==> src/hdl/mtrd_pkg.sv <==
// ----------------------------------------------------------------------------
// mtrd_pkg
// Shared types and constants of the method trace record decoder: result
// codes, thread table sizing and the structs between core and thread table.
// ----------------------------------------------------------------------------
package mtrd_pkg;

	// thread table size and slot index width
	localparam int THREAD_SLOTS = 16;
	localparam int SLOT_W       = (THREAD_SLOTS > 1) ? $clog2(THREAD_SLOTS) : 1;

	// result status codes
	localparam logic [1:0] ST_RECORD  = 2'd0;
	localparam logic [1:0] ST_STOP    = 2'd1;
	localparam logic [1:0] ST_OVERRUN = 2'd2;
	localparam logic [1:0] ST_FULL    = 2'd3;

	// packet type that carries records
	localparam logic [7:0] PKT_RECORDS = 8'd2;

	// one decoded result
	typedef struct packed {
		logic [1:0]         status;
		logic [31:0]        thread_num;
		logic               is_exit;
		logic signed [63:0] timestamp;
		logic [63:0]        method_num;
		logic signed [15:0] indent_depth;
	} res_t;

	// core to thread table
	typedef struct packed {
		logic [31:0]        key;
		logic               alloc;
		logic               wr;
		logic [SLOT_W-1:0]  wr_slot;
		logic signed [15:0] wr_depth;
	} tbl_req_t;

	// thread table to core
	typedef struct packed {
		logic               hit;
		logic [SLOT_W-1:0]  hit_slot;
		logic signed [15:0] hit_depth;
		logic               free;
		logic [SLOT_W-1:0]  free_slot;
	} tbl_rsp_t;

endpackage

==> src/hdl/mtrd_thread_table.sv <==
// ----------------------------------------------------------------------------
// mtrd_thread_table
// Small associative table of thread ids and call depths. Parallel tag compare
// against the lookup key, first free slot search, allocate and depth update.
// ----------------------------------------------------------------------------
module mtrd_thread_table (
	input  logic               clk,
	input  logic               arst_n,
	input  mtrd_pkg::tbl_req_t req,
	output mtrd_pkg::tbl_rsp_t rsp
);
	import mtrd_pkg::*;

	logic [31:0]             keys_q   [THREAD_SLOTS];
	logic signed [15:0]      depths_q [THREAD_SLOTS];
	logic [THREAD_SLOTS-1:0] valid_q;
	logic [THREAD_SLOTS-1:0] match;

	// tag compare, keys of valid slots are unique so matches are or-ed
	always_comb begin
		rsp = '0;
		for (int i = 0; i < THREAD_SLOTS; i++) begin
			match[i] = valid_q[i] && (keys_q[i] == req.key);
			if (match[i]) begin
				rsp.hit_slot  = rsp.hit_slot | SLOT_W'(i);
				rsp.hit_depth = rsp.hit_depth | depths_q[i];
			end
		end
		rsp.hit = |match;
		// lowest free slot
		for (int i = THREAD_SLOTS - 1; i >= 0; i--) begin
			if (!valid_q[i]) begin
				rsp.free_slot = SLOT_W'(i);
			end
		end
		rsp.free = ~&valid_q;
	end

	// valid bits
	always_ff @(posedge clk or negedge arst_n) begin
		if (!arst_n) begin
			valid_q <= '0;
		end else if (req.alloc) begin
			valid_q[rsp.free_slot] <= 1'b1;
		end
	end

	// keys and depths
	always_ff @(posedge clk) begin
		if (req.alloc) begin
			keys_q[rsp.free_slot]   <= req.key;
			depths_q[rsp.free_slot] <= '0;
		end else if (req.wr) begin
			depths_q[req.wr_slot] <= req.wr_depth;
		end
	end

`ifndef SYNTHESIS
	// allocation only for a missing thread with a free slot
	assert property (@(posedge clk) disable iff (!arst_n)
		req.alloc |-> (rsp.free && !rsp.hit))
		else $error("thread table allocate without free slot or on hit");
`endif

endmodule

==> src/hdl/mtrd_core.sv <==
// ----------------------------------------------------------------------------
// mtrd_core
// Per-byte packet parser: type byte, 11-byte header, signed LEB128 deltas,
// timestamp and method accumulation, call depth tracking and error halts.
// ----------------------------------------------------------------------------
module mtrd_core (
	input  logic           clk,
	input  logic           arst_n,
	input  logic           step,
	input  logic [7:0]     data_byte,
	output logic           emit,
	output mtrd_pkg::res_t res
);
	import mtrd_pkg::*;

	// parser phases
	localparam logic [2:0] PH_TYPE    = 3'd0;
	localparam logic [2:0] PH_HEADER  = 3'd1;
	localparam logic [2:0] PH_TIME    = 3'd2;
	localparam logic [2:0] PH_METHOD  = 3'd3;
	localparam logic [2:0] PH_SKIP    = 3'd4;
	localparam logic [2:0] PH_ERRPEND = 3'd5;

	localparam logic [3:0] HDR_LAST = 4'd10;
	localparam logic [3:0] LEB_LAST = 4'd9;

	logic [2:0]         phase_q,   phase_n;
	logic [3:0]         hdr_cnt_q, hdr_cnt_n;
	logic [31:0]        thread_q,  thread_n;
	logic [23:0]        records_q, records_n;
	logic [31:0]        payload_q, payload_n;
	logic [63:0]        tacc_q,    tacc_n;
	logic [63:0]        macc_q,    macc_n;
	logic [63:0]        leb_q,     leb_n;
	logic [3:0]         leb_cnt_q, leb_cnt_n;
	logic [63:0]        pend_q,    pend_n;
	logic [SLOT_W-1:0]  slot_q,    slot_n;
	logic signed [15:0] depth_q,   depth_n;
	logic               halted_q,  halted_n;

	logic [5:0]         leb_shamt;
	logic [5:0]         ext_shamt;
	logic [63:0]        leb_or;
	logic [63:0]        leb_val;
	logic               leb_done;
	logic [31:0]        payload_dec;
	logic [23:0]        records_dec;
	logic [63:0]        tacc_sum;
	logic [63:0]        macc_sum;
	logic [2:0]         finish_phase;
	logic               fin_exit;
	logic               finish;
	logic signed [15:0] depth_dn;
	logic signed [15:0] depth_up;
	tbl_req_t           tbl_req;
	tbl_rsp_t           tbl_rsp;

	mtrd_thread_table u_table (
		.clk    (clk),
		.arst_n (arst_n),
		.req    (tbl_req),
		.rsp    (tbl_rsp)
	);

	// leb128 digit accumulate with sign extension on the final digit
	always_comb begin
		leb_shamt = 6'(7 * leb_cnt_q);
		ext_shamt = 6'(7 * (leb_cnt_q + 4'd1));
		leb_or    = leb_q | (64'(data_byte[6:0]) << leb_shamt);
		leb_done  = !data_byte[7] || (leb_cnt_q == LEB_LAST);
		leb_val   = leb_or;
		if (!data_byte[7] && data_byte[6] && (leb_cnt_q < LEB_LAST)) begin
			leb_val = leb_or | (~64'd0 << ext_shamt);
		end
	end

	// counters, sums and record close decisions
	always_comb begin
		payload_dec = payload_q - 32'd1;
		records_dec = records_q - 24'd1;
		tacc_sum    = tacc_q + leb_val;
		macc_sum    = macc_q + leb_val;
		if (records_dec == '0) begin
			finish_phase = (payload_dec != '0) ? PH_SKIP : PH_TYPE;
		end else if (payload_dec == '0) begin
			finish_phase = PH_ERRPEND;
		end else begin
			finish_phase = PH_TIME;
		end
	end

	// saturating depth update, both directions
	always_comb begin
		depth_dn = (depth_q != 16'sh8000) ? depth_q - 16'sd1 : depth_q;
		depth_up = (depth_q != 16'sh7fff) ? depth_q + 16'sd1 : depth_q;
	end

	// per-byte step
	always_comb begin
		phase_n   = phase_q;
		hdr_cnt_n = hdr_cnt_q;
		thread_n  = thread_q;
		records_n = records_q;
		payload_n = payload_q;
		tacc_n    = tacc_q;
		macc_n    = macc_q;
		leb_n     = leb_q;
		leb_cnt_n = leb_cnt_q;
		pend_n    = pend_q;
		slot_n    = slot_q;
		depth_n   = depth_q;
		halted_n  = halted_q;
		emit      = 1'b0;
		finish    = 1'b0;
		fin_exit  = 1'b0;
		res              = '0;
		res.thread_num   = thread_q;
		tbl_req          = '0;
		tbl_req.key      = thread_q;
		tbl_req.wr_slot  = slot_q;

		if (step && !halted_q) begin
			unique case (phase_q)
				PH_TYPE: begin
					if (data_byte != PKT_RECORDS) begin
						halted_n       = 1'b1;
						emit           = 1'b1;
						res.status     = ST_STOP;
						res.thread_num = '0;
					end else begin
						phase_n   = PH_HEADER;
						hdr_cnt_n = '0;
						thread_n  = '0;
						records_n = '0;
						payload_n = '0;
					end
				end
				PH_HEADER: begin
					case (hdr_cnt_q)
						4'd0: thread_n[7:0]    = data_byte;
						4'd1: thread_n[15:8]   = data_byte;
						4'd2: thread_n[23:16]  = data_byte;
						4'd3: thread_n[31:24]  = data_byte;
						4'd4: records_n[7:0]   = data_byte;
						4'd5: records_n[15:8]  = data_byte;
						4'd6: records_n[23:16] = data_byte;
						4'd7: payload_n[7:0]   = data_byte;
						4'd8: payload_n[15:8]  = data_byte;
						4'd9: payload_n[23:16] = data_byte;
						default: payload_n[31:24] = data_byte;
					endcase
					hdr_cnt_n = hdr_cnt_q + 4'd1;
					if (hdr_cnt_q == HDR_LAST) begin
						hdr_cnt_n = '0;
						tacc_n    = '0;
						macc_n    = '0;
						leb_n     = '0;
						leb_cnt_n = '0;
						pend_n    = '0;
						if (payload_n == '0) begin
							phase_n = PH_TYPE;
						end else if (records_n == '0) begin
							phase_n = PH_SKIP;
						end else if (tbl_rsp.hit) begin
							slot_n  = tbl_rsp.hit_slot;
							depth_n = tbl_rsp.hit_depth;
							phase_n = PH_TIME;
						end else if (tbl_rsp.free) begin
							tbl_req.alloc = 1'b1;
							slot_n        = tbl_rsp.free_slot;
							depth_n       = '0;
							phase_n       = PH_TIME;
						end else begin
							phase_n    = PH_SKIP;
							emit       = 1'b1;
							res.status = ST_FULL;
						end
					end
				end
				PH_TIME, PH_METHOD: begin
					payload_n = payload_dec;
					if (!leb_done) begin
						leb_n     = leb_or;
						leb_cnt_n = leb_cnt_q + 4'd1;
						if (payload_dec == '0) begin
							halted_n   = 1'b1;
							emit       = 1'b1;
							res.status = ST_OVERRUN;
						end
					end else begin
						leb_n     = '0;
						leb_cnt_n = '0;
						if (phase_q == PH_TIME) begin
							tacc_n = tacc_sum;
							pend_n = tacc_sum;
							if (tacc_sum[0]) begin
								finish        = 1'b1;
								fin_exit      = 1'b1;
								res.timestamp = {tacc_sum[63:1], 1'b0};
							end else if (payload_dec == '0) begin
								halted_n   = 1'b1;
								emit       = 1'b1;
								res.status = ST_OVERRUN;
							end else begin
								phase_n = PH_METHOD;
							end
						end else begin
							macc_n         = macc_sum;
							finish         = 1'b1;
							res.method_num = macc_sum;
							res.timestamp  = {pend_q[63:1], 1'b0};
						end
					end
				end
				PH_SKIP: begin
					payload_n = payload_dec;
					if (payload_dec == '0) begin
						phase_n = PH_TYPE;
					end
				end
				PH_ERRPEND: begin
					halted_n   = 1'b1;
					emit       = 1'b1;
					res.status = ST_OVERRUN;
				end
				default: begin
					phase_n = PH_TYPE;
				end
			endcase

			// record close: emit with prior depth, write back new depth
			if (finish) begin
				emit             = 1'b1;
				res.status       = ST_RECORD;
				res.is_exit      = fin_exit;
				res.indent_depth = depth_q;
				depth_n          = fin_exit ? depth_dn : depth_up;
				tbl_req.wr       = 1'b1;
				tbl_req.wr_depth = depth_n;
				records_n        = records_dec;
				phase_n          = finish_phase;
			end
		end
	end

	// parser state
	always_ff @(posedge clk or negedge arst_n) begin
		if (!arst_n) begin
			phase_q   <= PH_TYPE;
			hdr_cnt_q <= '0;
			thread_q  <= '0;
			records_q <= '0;
			payload_q <= '0;
			tacc_q    <= '0;
			macc_q    <= '0;
			leb_q     <= '0;
			leb_cnt_q <= '0;
			pend_q    <= '0;
			slot_q    <= '0;
			depth_q   <= '0;
			halted_q  <= 1'b0;
		end else begin
			phase_q   <= phase_n;
			hdr_cnt_q <= hdr_cnt_n;
			thread_q  <= thread_n;
			records_q <= records_n;
			payload_q <= payload_n;
			tacc_q    <= tacc_n;
			macc_q    <= macc_n;
			leb_q     <= leb_n;
			leb_cnt_q <= leb_cnt_n;
			pend_q    <= pend_n;
			slot_q    <= slot_n;
			depth_q   <= depth_n;
			halted_q  <= halted_n;
		end
	end

`ifndef SYNTHESIS
	// halt is sticky
	assert property (@(posedge clk) disable iff (!arst_n)
		halted_q |=> halted_q)
		else $error("halt cleared without reset");

	// stop and overrun results always halt the parser
	assert property (@(posedge clk) disable iff (!arst_n)
		(emit && (res.status == ST_STOP || res.status == ST_OVERRUN)) |=> halted_q)
		else $error("error result without halt");

	// nothing comes out once halted
	assert property (@(posedge clk) disable iff (!arst_n)
		halted_q |-> !emit)
		else $error("result emitted while halted");
`endif

endmodule

==> src/hdl/method_trace_record_decoder.sv <==
// ----------------------------------------------------------------------------
// method_trace_record_decoder
// Streaming decoder of method trace packets into entry and exit records.
// ----------------------------------------------------------------------------
// Takes one trace byte per clock while results are not stalled and gives at
// most one result per byte. A byte waits in an input register and is decoded
// into the output register once that is free, so one byte per cycle is
// sustained without backpressure; the per-byte step (LEB128 digit merge plus
// 64-bit accumulate, and a 16-way parallel thread tag compare at the end of
// each header) is combinational. Results: tuser carries the status (record,
// stopped on other packet type, record past payload, thread table full).
// After a stop or an overrun the decoder drops all bytes with no result
// until reset. The thread table needs no clearing pass after reset.
// ----------------------------------------------------------------------------
module method_trace_record_decoder (
	input  logic         clk,
	input  logic         arst_n,
	// input byte stream
	input  logic         s_tvalid,
	output logic         s_tready,
	input  logic [7:0]   s_tdata,   // [7:0] data_byte
	// result stream
	output logic         m_tvalid,
	input  logic         m_tready,
	output logic [183:0] m_tdata,   // [31:0] thread number, [32] is_exit, [96:33] timestamp,
	                                // [160:97] method number, [176:161] indent_depth, rest zero
	output logic [1:0]   m_tuser    // [1:0] status
);
	import mtrd_pkg::*;

	logic       valid_s1;
	logic [7:0] byte_s1;
	logic       out_free;
	logic       step;
	logic       emit;
	res_t       res;
	res_t       res_q;

	// handshake: input stage moves when the result register can take a result
	assign out_free = !m_tvalid || m_tready;
	assign step     = valid_s1 && out_free;
	assign s_tready = !valid_s1 || out_free;

	// input register
	always_ff @(posedge clk or negedge arst_n) begin
		if (!arst_n) begin
			valid_s1 <= 1'b0;
		end else if (s_tready) begin
			valid_s1 <= s_tvalid;
		end
	end

	always_ff @(posedge clk) begin
		if (s_tready && s_tvalid) begin
			byte_s1 <= s_tdata;
		end
	end

	mtrd_core u_core (
		.clk       (clk),
		.arst_n    (arst_n),
		.step      (step),
		.data_byte (byte_s1),
		.emit      (emit),
		.res       (res)
	);

	// result register
	always_ff @(posedge clk or negedge arst_n) begin
		if (!arst_n) begin
			m_tvalid <= 1'b0;
		end else if (out_free) begin
			m_tvalid <= step && emit;
		end
	end

	always_ff @(posedge clk) begin
		if (step && emit) begin
			res_q <= res;
		end
	end

	// output packing
	assign m_tuser = res_q.status;
	assign m_tdata = {7'd0, res_q.indent_depth, res_q.method_num, res_q.timestamp,
		res_q.is_exit, res_q.thread_num};

`ifndef SYNTHESIS
	// a held input byte is not consumed while the result register is blocked
	assert property (@(posedge clk) disable iff (!arst_n)
		(valid_s1 && !out_free) |=> (valid_s1 && $stable(byte_s1)))
		else $error("input stage lost a byte under backpressure");
`endif

endmodule

==> config.mk <==
export PLATFORM = sky130hd
export DESIGN_NAME = method_trace_record_decoder
export DESIGN_NICKNAME = d
export VERILOG_FILES = /design/src/hdl/mtrd_pkg.sv /design/src/hdl/mtrd_thread_table.sv /design/src/hdl/mtrd_core.sv /design/src/hdl/method_trace_record_decoder.sv
export SDC_FILE = /design/constraint.sdc
export NUM_CORES = 2
export LEC_CHECK = 0
export BUFFER_PORTS_ARGS = -buffer_cell sky130_fd_sc_hd__buf_2
export CELL_PAD_IN_SITES_DETAIL_PLACEMENT = 1
export CELL_PAD_IN_SITES_GLOBAL_PLACEMENT = 2
export CORE_ASPECT_RATIO = 1.2
export CORE_MARGIN = 8
export CORE_UTILIZATION = 43
export DETAILED_ROUTE_END_ITERATION = 6
export PLACE_DENSITY = 0.84
export SLEW_MARGIN = 0
export SYNTH_ARGS = -nofsm -noshare
export SYNTH_HDL_FRONTEND = slang
export SYNTH_HIERARCHICAL = 1
export SYNTH_SLANG_ARGS = --single-unit
==> constraint.sdc <==
create_clock -name clk -period 15.3 [get_ports clk]
set_input_delay 1.53 -clock clk [delete_from_list [all_inputs] [get_ports clk]]
set_output_delay 1.53 -clock clk [all_outputs]
set_load 0.005 [all_outputs]
==> metrics.log <==
INFO  metric outcome = complete, no violations
INFO  metric tritoncts = done
INFO  metric yosys_register_bits = 1285
INFO  metric cpMostUsedCell = inv_1
INFO  metric numPlacedInstances = 7741
INFO  metric ctsResizeCount = 0
INFO  metric place_hpwl = 154300 um
INFO  metric power_frac_seq = 33.5%
INFO  metric most_common_library_cell_in_the_layout_ignoring_fill_and_taps = edfxtp_1
INFO  metric worst-setup-path-type = flop to flop
INFO  metric placeableCoreArea = 152000 um2
INFO  metric antenna_cells_inserted = 0
INFO  metric mostFrequentLayoutCells = edfxtp_1, xnor2_1, nand2_1
INFO  metric grt_start_max_net_pins = 140
INFO  metric cts-root-buf = clkbuf_16
INFO  metric syn_to_final_growth = 12.00%
INFO  metric synth_area_per_inst = 11.43 um2
INFO  metric internal-power = 7033 uW
INFO  metric cellLeakagePower = 0.02723 uW
INFO  metric drtAntennaViolNets = 0
INFO  metric fin_cells = 7991
INFO  metric post-route-util = 48.33%
INFO  metric fin_skew = 0.03926 ns
INFO  metric worst_ep_arrival_time = 10.08 ns
INFO  metric cpLargestDelayFamily = compound AO/OA/AOI/OAI gates
INFO  metric finalSetupTns = 0 ns
INFO  metric drt_pass1_iterations = 5
INFO  metric postSynthCellCount = 5740
INFO  metric yosys.area.top_type_share = 43.71%
INFO  metric async_reset_ff_share = 25.68%
INFO  metric critical_path_maximum_fanout = 47
INFO  metric hold_viol = 0
INFO  metric max_transition_margin = 14.26%
INFO  metric min_period_over_period = 63.15%
INFO  metric cp_data_required_time = 15.72 ns
INFO  metric worstSetupStartpointType = flop
INFO  metric worst-slew-pin-transition = 1.276 ns
INFO  metric cts-root-to-sink-buffers = 3
INFO  metric power.share.clock = 28.9%
INFO  metric fin_nets = 6076
INFO  metric die-height = 443.9 um
INFO  metric detail_route.iter0.violations = 3927
INFO  metric timing.critical_path.cells = inv_1, ha_1, inv_1, fa_1, inv_1, ha_1, a21o_1, a21oi_1, xor2_1, and2_1, nand2_1, o21ai_0, ha_1, o21ai_0, nor2_4, nand2_4, inv_1, buf_4, nor2b_1, buf_4, o31ai_1, nand2_1, a311o_1, a21oi_2
INFO  metric clock_latency = 0.82 ns
INFO  metric cts.sinks = 1285
INFO  metric rows = 157
INFO  metric cts_hold_buf = 0
INFO  metric finalHoldWorstSlack = 0.4851 ns
INFO  metric drive_gt1_share = 12.24%
INFO  metric maxSlewViolCount = 0
INFO  metric cp.buffers_inverters = 6
INFO  metric setup_buffers_after_cts = 0
INFO  metric initial_antenna_violation_count = 8
INFO  metric grt_setup_unrepaired = no
INFO  metric die-area = 165400 um2
INFO  metric power.net_switching = 4764 uW
INFO  metric grt_first_pass_wirelength = 337200 um
INFO  metric worst_slack = 5.638 ns
INFO  metric synth.cell_area = 65600 um2
INFO  metric power.density = 160.5 nW/um2
INFO  metric synth.distinct_cells = 110
INFO  metric gr-usage-all-layers = 26.84%
INFO  metric detail_route.wirelength = 227200 um
INFO  metric power.switching_fraction = 40.38%
INFO  metric power.combinational.fraction = 37.6%
INFO  metric synthTopCellsByArea = edfxtp_1, dfrtp_1, xnor2_1
INFO  metric post_drt_wl_per_cell = 28.43 um
INFO  metric post-route-drc-count = 0
INFO  metric setup.worst_path.start = u_core/leb_cnt_q[0]$_DFFE_PN0P_
INFO  metric crit_slowest_cell = a21oi_2
INFO  metric viasPerCell = 6.143
INFO  metric vias_in_the_first_global_route = 52100
INFO  metric clk_transition_reported_paths = 0.06 ns
INFO  metric worst_hold_startpoint = u_core/macc_q[3]$_DFFE_PN0P_
INFO  metric timing.critical_path.to_type = flop
INFO  metric setup_violating_endpoint_count_in_the_final_report = 0
INFO  metric cts_inserted_buffers = 135
INFO  metric h_tree_depth_reported_by_cts = 4
INFO  metric final_period_minus_worst_setup_slack = 9.662 ns
INFO  metric rr_startpoint = u_core/leb_cnt_q[0]$_DFFE_PN0P_
INFO  metric maxCapViolCount = 0
INFO  metric place.gp.congestion = 0.9221
INFO  metric irDropWorstVdd = 0.1518 mV
INFO  metric critical_path.max_stage_delay = 0.83 ns
INFO  metric number_of_input_and_output_port_buffers_inserted = 192
INFO  metric timing.fmax = 103.5 MHz
INFO  metric starting_density = 43.15%
INFO  metric synth_top_cell_by_area = edfxtp_1
INFO  metric worst_hold_path_type = flop to flop
INFO  metric fp.dieW = 372.6 um
INFO  metric synth_enable_flop_cells = 955
INFO  metric io-pin-count = 200
INFO  metric synth.yosys.seq_area_share = 56.30%
INFO  metric synth_flop_cell = edfxtp_1
INFO  metric grt_remaining_overflow = 0
INFO  metric detailroute.via_count = 49090
INFO  metric dp_slack = 5.892 ns
INFO  metric yosysWarnings = 6
==> cell families after synthesis <==
family / Yosys count / synth area share (%)
DFF: 1285 / 56.30
muxes: 87 / 1.398
xor gates and xnor gates: 657 / 8.878
buffers and inverters: 501 / 3.654
and+or+nand+nor: 1782 / 14.17
AOI/OAI and AO/OA: 1253 / 12.18
other: 2 / 0.01145
adders and majority gates: 173 / 3.403
==> cell type report <==
cell class | count | area [um2]
Clock buffer | 169 | 3588
Clock inverter | 81 | 960.9
Fill cell | 16170 | 78570
Inverter | 159 | 596.8
Multi-Input combinational cell | 3960 | 26700
Sequential cell | 1285 | 36980
Tap cell | 1987 | 2486
Timing Repair Buffer | 350 | 2170
==> Yosys cell counts, types with 30 or more instances <==
master,count
dfrtp_1,330
a31oi_1,30
buf_6,38
nand4_1,359
inv_1,158
o2111ai_1,72
o21bai_1,35
a211oi_1,34
buf_4,43
a21oi_1,372
ha_1,164
a21o_1,116
nand2b_1,34
nor3_1,102
or4_1,40
mux2i_1,50
edfxtp_1,955
and2_1,92
xnor2_1,555
o31ai_1,32
xor2_1,95
nor2_1,320
nand2_1,492
mux2_2,36
clkbuf_1,218
nand3_1,105
nor4_1,40
o21ai_0,296
o22ai_1,34
and3_1,43
==> worst paths after layout <==
check	depth (start not counted)	slack, ns	to
setup / recovery	24	5.64	u_core/u_table/depths_q[13][7]$_DFFE_PP_
hold / removal	1	0.49	u_core/macc_q[3]$_DFFE_PN0P_
setup reg to reg	24	5.64	u_core/u_table/depths_q[13][7]$_DFFE_PP_
hold reg to reg	1	0.49	u_core/macc_q[3]$_DFFE_PN0P_
max in group asynchronous	2	13.14	u_core/depth_q[4]$_DFFE_PN0P_
min in group asynchronous	1	0.77	u_core/macc_q[24]$_DFFE_PN0P_
==> per-layer routing <==
metal,vias to the layer above,track usage [%],wire (um)
li1,21610,-,-
met4,0,12.95,12560
met5,-,0,0
met2,1752,47.06,114400
met1,25190,32.07,88230
met3,542,4.154,11990
==> stage by stage <==
step | total power, uW | area [um2]
2_1_floorplan | 6834 | 65630
3_3_place_gp | 8340 | 68930
3_5_place_dp | 8384 | 68930
4_1_cts | 11810 | 73480
5_1_grt | 12280 | 73480
6_report | 11800 | 73480
==> sequential cells by signal (all words and copies together), names as in the netlist <==
signal,flops
u_core/hdr_cnt_q,4
u_core/leb_q,64
u_core/phase_q,3
u_core/leb_cnt_q,4
u_core/payload_q,32
u_core/depth_q,16
valid_s1,1
u_core/records_q,24
u_core/u_table/valid_q,16
u_core/pend_q,64
u_core/u_table/keys_q,512
m_tuser,2
u_core/slot_q,4
m_tdata,177
m_tvalid,1
u_core/halted_q,1
u_core/macc_q,64
u_core/thread_q,32
byte_s1,8
u_core/u_table/depths_q,256
==> worst register-to-register path, stage by stage, from the launching register on <==
cell and delay (ns):
dfrtp_1 0.82, inv_1 0.23, ha_1 0.69, inv_1 0.17, fa_1 0.51, inv_1 0.07
ha_1 0.27, a21o_1 0.16, a21oi_1 0.18, xor2_1 0.71, and2_1 0.67, nand2_1 0.23
o21ai_0 0.29, ha_1 0.36, o21ai_0 0.58, nor2_4 0.10, nand2_4 0.53, inv_1 0.11
buf_4 0.29, nor2b_1 0.20, buf_4 0.26, o31ai_1 0.38, nand2_1 0.20, a311o_1 0.41
a21oi_2 0.83
==> power groups by stage <==
stage / Clock, uW / Combinational (uW) / Sequential, uW
finish: 3410 / 4430 / 3960
global route: 3570 / 4740 / 3970
CTS: 3460 / 4390 / 3950
detailed placement: 0 / 4360 / 4030
global placement: 0 / 4320 / 4020
floorplan: 0 / 2870 / 3960
Note: power is estimated with default switching activity, not from simulation.
